<file path="src/hdl/ctss_pkg.sv">
// package for the compacting table with search and sort
// holds sizes, function and status codes and the sequencer state type; no dependencies
package ctss_pkg;

    localparam int Depth    = 64;
    localparam int Width    = 32;
    localparam int AddrBits = $clog2(Depth);
    localparam int CntBits  = $clog2(Depth + 1);

    typedef enum logic [2:0] {
        FN_APPEND = 3'd0,
        FN_DELETE = 3'd1,
        FN_FIND   = 3'd2,
        FN_READ   = 3'd3,
        FN_SORT   = 3'd4
    } func_t;

    typedef enum logic [1:0] {
        ST_OK      = 2'd0,
        ST_FULL    = 2'd1,
        ST_RANGE   = 2'd2,
        ST_MISSING = 2'd3
    } status_t;

    typedef enum logic [3:0] {
        S_IDLE,
        S_DEL_RD,
        S_DEL_WR,
        S_FIND_RD,
        S_FIND_CMP,
        S_RD_WAIT,
        S_SORT_KEY,
        S_SORT_KWAIT,
        S_SORT_RD,
        S_SORT_CMP,
        S_DONE
    } state_t;

endpackage

</file>
<file path="src/hdl/compacting_table_with_search_sort.sv">
// compacting table with search and sort, top level
// depends on ctss_pkg; the entry store is a one-port synchronous ram inside this module
//
// A table of up to 64 signed 32-bit entries with a fill count. Each input transaction
// carries one request and yields exactly one output transaction. All entries sit in
// a single synchronous ram (one read or one write per cycle, registered read data), so
// every operation goes through that one port: find reads and compares one entry at a
// time, delete reads each later entry and writes it one place down, and sort is an
// insertion sort that reads each key, then compares it with the entries below it and
// moves them up. One request is in flight at a time; the result sits in an output
// register and the next request is taken once it is taken.
// Entries never written are never read. Codes 5 to 7 do nothing and report ok.
module compacting_table_with_search_sort
    import ctss_pkg::*;
(
    input  logic        clk,
    input  logic        rst_n,
    input  logic        s_tvalid,
    output logic        s_tready,
    input  logic [47:0] s_tdata,   // func[2:0], value[34:3], index[40:35], zero fill
    output logic        m_tvalid,
    input  logic        m_tready,
    output logic [47:0] m_tdata    // status[1:0], found_index[7:2], read_value[39:8],
                                   // count[46:40], zero fill
);

    logic [Width-1:0] mem [Depth];
    logic [Width-1:0] rdata_reg;

    state_t state_reg, state_next;
    logic [CntBits-1:0]  cnt_reg, cnt_next;
    logic [Width-1:0]    val_reg, val_next;
    logic [CntBits-1:0]  i_reg, i_next;     // outer position
    logic [CntBits-1:0]  j_reg, j_next;     // inner position (sort)
    logic [Width-1:0]    key_reg, key_next;
    logic [1:0]          st_reg, st_next;
    logic [AddrBits-1:0] fidx_reg, fidx_next;
    logic [Width-1:0]    rv_reg, rv_next;
    logic                ov_reg, ov_next;

    // ram port controls
    logic                we;
    logic                re;
    logic [AddrBits-1:0] addr;
    logic [Width-1:0]    wdata;

    logic [2:0]          in_func;
    logic [Width-1:0]    in_value;
    logic [AddrBits-1:0] in_index;

    assign in_func  = s_tdata[2:0];
    assign in_value = s_tdata[34:3];
    assign in_index = s_tdata[40:35];

    assign s_tready = (state_reg == S_IDLE) && !ov_reg;
    assign m_tvalid = ov_reg;
    assign m_tdata  = {1'b0, cnt_reg, rv_reg, fidx_reg, st_reg};

    always_ff @(posedge clk)
    begin
        if (we)
        begin
            mem[addr] <= wdata;
        end
        if (re)
        begin
            rdata_reg <= mem[addr];
        end
    end

    always_ff @(posedge clk or negedge rst_n)
    begin
        if (!rst_n)
        begin
            state_reg <= S_IDLE;
            cnt_reg   <= '0;
            ov_reg    <= 1'b0;
        end
        else
        begin
            state_reg <= state_next;
            cnt_reg   <= cnt_next;
            ov_reg    <= ov_next;
        end
    end

    always_ff @(posedge clk)
    begin
        val_reg  <= val_next;
        i_reg    <= i_next;
        j_reg    <= j_next;
        key_reg  <= key_next;
        st_reg   <= st_next;
        fidx_reg <= fidx_next;
        rv_reg   <= rv_next;
    end

    always_comb
    begin
        state_next = state_reg;
        cnt_next   = cnt_reg;
        val_next   = val_reg;
        i_next     = i_reg;
        j_next     = j_reg;
        key_next   = key_reg;
        st_next    = st_reg;
        fidx_next  = fidx_reg;
        rv_next    = rv_reg;
        ov_next    = ov_reg;
        we         = 1'b0;
        re         = 1'b0;
        addr       = '0;
        wdata      = key_reg;

        if (ov_reg && m_tready)
        begin
            ov_next = 1'b0;
        end

        unique case (state_reg)
            S_IDLE:
            begin
                if (s_tvalid && s_tready)
                begin
                    val_next  = in_value;
                    st_next   = ST_OK;
                    fidx_next = '0;
                    rv_next   = '0;
                    state_next = S_DONE;
                    unique case (in_func)
                        FN_APPEND:
                        begin
                            if (cnt_reg == CntBits'(Depth))
                            begin
                                st_next = ST_FULL;
                            end
                            else
                            begin
                                we       = 1'b1;
                                addr     = cnt_reg[AddrBits-1:0];
                                wdata    = in_value;
                                cnt_next = cnt_reg + 1'b1;
                            end
                        end
                        FN_DELETE:
                        begin
                            if ({1'b0, in_index} >= cnt_reg)
                            begin
                                st_next = ST_RANGE;
                            end
                            else
                            begin
                                i_next     = {1'b0, in_index};
                                state_next = S_DEL_RD;
                            end
                        end
                        FN_FIND:
                        begin
                            st_next    = ST_MISSING;
                            i_next     = '0;
                            state_next = S_FIND_RD;
                        end
                        FN_READ:
                        begin
                            if ({1'b0, in_index} >= cnt_reg)
                            begin
                                st_next = ST_RANGE;
                            end
                            else
                            begin
                                re         = 1'b1;
                                addr       = in_index;
                                state_next = S_RD_WAIT;
                            end
                        end
                        FN_SORT:
                        begin
                            i_next     = CntBits'(1);
                            state_next = S_SORT_KEY;
                        end
                        default: ;
                    endcase
                end
            end
            S_DEL_RD:
            begin
                if (i_reg + 1'b1 >= cnt_reg)
                begin
                    cnt_next   = cnt_reg - 1'b1;
                    state_next = S_DONE;
                end
                else
                begin
                    re         = 1'b1;
                    addr       = AddrBits'(i_reg + 1'b1);
                    state_next = S_DEL_WR;
                end
            end
            S_DEL_WR:
            begin
                we         = 1'b1;
                addr       = i_reg[AddrBits-1:0];
                wdata      = rdata_reg;
                i_next     = i_reg + 1'b1;
                state_next = S_DEL_RD;
            end
            S_FIND_RD:
            begin
                if (i_reg >= cnt_reg)
                begin
                    state_next = S_DONE;
                end
                else
                begin
                    re         = 1'b1;
                    addr       = i_reg[AddrBits-1:0];
                    state_next = S_FIND_CMP;
                end
            end
            S_FIND_CMP:
            begin
                if (rdata_reg == val_reg)
                begin
                    st_next    = ST_OK;
                    fidx_next  = i_reg[AddrBits-1:0];
                    state_next = S_DONE;
                end
                else
                begin
                    i_next     = i_reg + 1'b1;
                    state_next = S_FIND_RD;
                end
            end
            S_RD_WAIT:
            begin
                rv_next    = rdata_reg;
                state_next = S_DONE;
            end
            S_SORT_KEY:
            begin
                if (i_reg >= cnt_reg)
                begin
                    state_next = S_DONE;
                end
                else
                begin
                    re         = 1'b1;
                    addr       = i_reg[AddrBits-1:0];
                    j_next     = i_reg;
                    state_next = S_SORT_KWAIT;
                end
            end
            S_SORT_KWAIT:
            begin
                key_next   = rdata_reg;
                state_next = S_SORT_RD;
            end
            S_SORT_RD:
            begin
                // j is the hole; look at the entry just below it
                if (j_reg == '0)
                begin
                    we         = 1'b1;
                    addr       = '0;
                    wdata      = key_reg;
                    i_next     = i_reg + 1'b1;
                    state_next = S_SORT_KEY;
                end
                else
                begin
                    re         = 1'b1;
                    addr       = AddrBits'(j_reg - 1'b1);
                    state_next = S_SORT_CMP;
                end
            end
            S_SORT_CMP:
            begin
                we = 1'b1;
                addr = j_reg[AddrBits-1:0];
                if ($signed(key_reg) < $signed(rdata_reg))
                begin
                    wdata      = rdata_reg;
                    j_next     = j_reg - 1'b1;
                    state_next = S_SORT_RD;
                end
                else
                begin
                    wdata      = key_reg;
                    i_next     = i_reg + 1'b1;
                    state_next = S_SORT_KEY;
                end
            end
            S_DONE:
            begin
                if (!ov_reg || m_tready)
                begin
                    ov_next    = 1'b1;
                    state_next = S_IDLE;
                end
            end
            default: state_next = S_IDLE;
        endcase
    end

endmodule

</file>
<file path="config.mk">
export PLATFORM = sky130hd
export DESIGN_NAME = compacting_table_with_search_sort
export DESIGN_NICKNAME = d
export VERILOG_FILES = /design/src/hdl/ctss_pkg.sv /design/src/hdl/compacting_table_with_search_sort.sv
export SDC_FILE = /design/constraint.sdc
export NUM_CORES = 2
export LEC_CHECK = 0
export BUFFER_PORTS_ARGS = -buffer_cell sky130_fd_sc_hd__buf_2
export CAP_MARGIN = 0
export CORE_AREA = 2 2 404 406
export CTS_BUF_LIST = sky130_fd_sc_hd__clkbuf_8
export DETAILED_ROUTE_END_ITERATION = 7
export DIE_AREA = 0 0 406 408
export PLACE_DENSITY = 0.7
export SYNTH_ARGS = -nofsm -noshare
export SYNTH_HDL_FRONTEND = slang
export SYNTH_SLANG_ARGS = --single-unit
</file>
<file path="constraint.sdc">
create_clock -name clk -period 6.8 [get_ports clk]
set_input_delay 1.36 -clock clk [delete_from_list [all_inputs] [get_ports clk]]
set_output_delay 1.36 -clock clk [all_outputs]
set_load 0.02 [all_outputs]
</file>
==> metrics.txt <==
outcome=finished, final reports clean; Final Wtd Congestion=0.910; Synth top area share=76.1%; Sequential cell area=0.0663 mm^2; crit path DAT=6950 ps; crit-path max cell delay=580 ps; Post-Synth Simple-Gate Area=5.40%; Post-Syn Instances=5550; Worst-Margin Slew=1460 ps; Crit Path Max Fanout=23; final hold vios=0; Post-CTS Setup Repair Bufs=0; Setup TNS Final=0 ps; Post-DP Area=0.0925 mm^2; largest net degree at the start of global routing=81; Die ar.=0.166 mm^2; most common cell after layout, fill and taps aside=edfxtp_1; main combinational cell family by area after synthesis=compound AO/OA/AOI/OAI gates; Die Y=408 um; Critical R2R Launch=i_reg[1]$_DFFE_PP_; largest area contributor in the netlist=edfxtp_1; synth top area cells=edfxtp_1 (76%), a21oi_1 (2.6%), mux2i_1 (2.6%); Clock Pin Slew Worst Setup and Hold Paths=70 ps; count of different cell masters after synthesis=79; DRT Wirelength=264 mm; number of synthesized flops with an enable pin=2198; mapped cell area=0.0867 mm^2; Max Cap Viol=0; Row Count=148; initial antenna violation count=11; area of the multi-input gates=0.0197 mm^2; PortBufs=93; final worst path period need=6160 ps; Area growth, synth to finish=13.7%; Final Max Tran Viols=0; Worst-Skew Late Latency=1070 ps; All-Layer GR Usage=31.6%; drt pass-1 iters=7; Placeable Area=0.162 mm^2; sequential fraction of the synthesis area=76.5%; Largest register FFs=2048; synthesized flop and latch total=2210; Synth async-reset ratio=0.543%; fmax=162 MHz; crit path from=i_reg[1]$_DFFE_PP_; Post-Synth Adder-Cell Area=0.875%; First DRT Iteration DRCs=8792; mux contribution to synthesized area=3.36%; Synth Area in XOR/XNOR=0.515%; top_reg_cell synth=edfxtp_1; RSZ-0062 raised after global routing=no; Slew HR=2.81%; vias in the first global route=52900; post-DR vias/cell=6.65; period utilization=90.6%; Yosys warning total=0; starting density of the core=53.6%; syn_nets=5662; crit path max-delay cell type=or4_1; cts bufs inserted=345; CP Class=flop to flop; Final ANT Viol Nets=0; worst-path cell chain=ha_1 -> nand2_1 -> nor2_1 -> xnor2_1 -> inv_1 -> ha_1 -> nand4_1 -> a211oi_1 -> nor4_1 -> buf_4 -> a32oi_1 -> nand2_4 -> nor2_4 -> buf_4 -> a32oi_1 -> and3_1 -> a21oi_1 -> o221ai_1 -> or4_1; cts repair resizes=0; mean post-synth cell area=15.6 um^2; most frequent cells in the layout=edfxtp_1 (2198), nand2_1 (580), a21oi_1 (443); via count=55600; io pins=102; CTS tree=done; DRC viols=0; Compound-Gate Fraction of Synth Area=11.3%; CP startpoint kind=flop; first-pass GRT wire length=375 mm; grt ovf=0; skew final=60.0 ps; CP required=7590 ps; CTS root buf=clkbuf_8; WL/cell=31.6 um; share of cells above drive strength 1=16.1%; CP Capture Type=flop; CTS H-tree lvls=5; endpoints failing setup=0; Hold WS=198 ps; Post-CTS Hold Buffers=0; finished layout cell area=0.0986 mm^2; class of the worst hold path=input pin to async pin; Max clock buf depth=4; Final Net Count=6052; Detailed Place HPWL=155 mm; largest register by flop count=mem; clk sinks=2210; Filler cells=11600; Die W=406 um
==> worst paths after layout <==
path                       depth (start not counted)  slack [ps]                        to
hold reg to reg                                    0         580      key_reg[2]$_DFFE_PP_
min in group clk                                   1         500     val_reg[20]$_DFFE_PP_
hold / removal                                     1         200    cnt_reg[3]$_DFFE_PN0P_
setup / recovery                                  19         640   rdata_reg[26]$_DFFE_PP_
max in group asynchronous                          1        6340  state_reg[0]$_DFFE_PN0P_
setup reg to reg                                  19         640   rdata_reg[26]$_DFFE_PP_
==> through the flow <==
step	util, %	std cells	setup WS [ps]
2_1_floorplan	-	5550	633
3_3_place_gp	57.2	7768	504
3_5_place_dp	57.2	7768	433
4_1_cts	61.0	8353	780
5_1_grt	61.0	8354	475
6_report	61.0	8356	642
==> metal layers <==
layer	up-vias	track usage, %	wire length (um)
met3	686	8.46	38400
met5	-	0	50
li1	22900	-	-
met1	27500	43.2	94200
met2	4448	48.1	119000
met4	6	13.4	12000
==> cell usage after synthesis, drive strengths merged, types with 7 or more instances <==
cell     instances
o211ai          15
a211oi         108
inv             53
buf            212
o22a            10
and2            41
o21ai          253
edfxtp        2198
a21o            12
nand4           22
nor3            26
a211o           36
xor2            38
a22o            10
xnor2           13
nand2          590
or4             15
o22ai           67
nand3          131
a22oi          136
a32oi           14
nor4            19
nor2           170
a221o           37
mux2i          222
o221ai          10
mux4            15
ha              59
mux2            31
and3            12
a21oi          447
o2bb2ai         24
a221oi          97
dfrtp           12
o21a             7
a31oi           46
clkbuf         150
a222oi         110
nand2b          17
==> worst max-delay path: cells and delay by family, from the launching register on <==
| kind | cells | cell delay [ps] |
|---|---|---|
| XOR/XNOR | 1 | 150 |
| AND/OR/NAND/NOR | 8 | 2210 |
| adder cells (fa/ha/maj) | 2 | 560 |
| buffers and inverters | 3 | 810 |
| AO/OA/AOI/OAI | 5 | 1580 |
| flip-flops | 1 | 550 |
==> logic make-up after synthesis <==
kind of cell,count (synthesis)
multiplexers,268
other,1
AND/OR/NAND/NOR,1072
adder cells (fa/ha/maj),60
XOR/XNOR,51
flip-flops,2210
AO/OA/AOI/OAI,1473
buffers and inverters,415
==> area by class of cell <==
class                           count  area share (%)
Multi-Input combinational cell   2925            19.9
Antenna cell                        3         0.00762
Clock buffer                      351            4.90
Timing Repair Buffer              405            3.70
Tap cell                         2175            2.76
Sequential cell                  2210            67.3
Inverter                           53           0.202
Clock inverter                    234            1.24
Power is not shown: default switching activity piles up to over one toggle a cycle in this logic, so the estimate is an artifact.
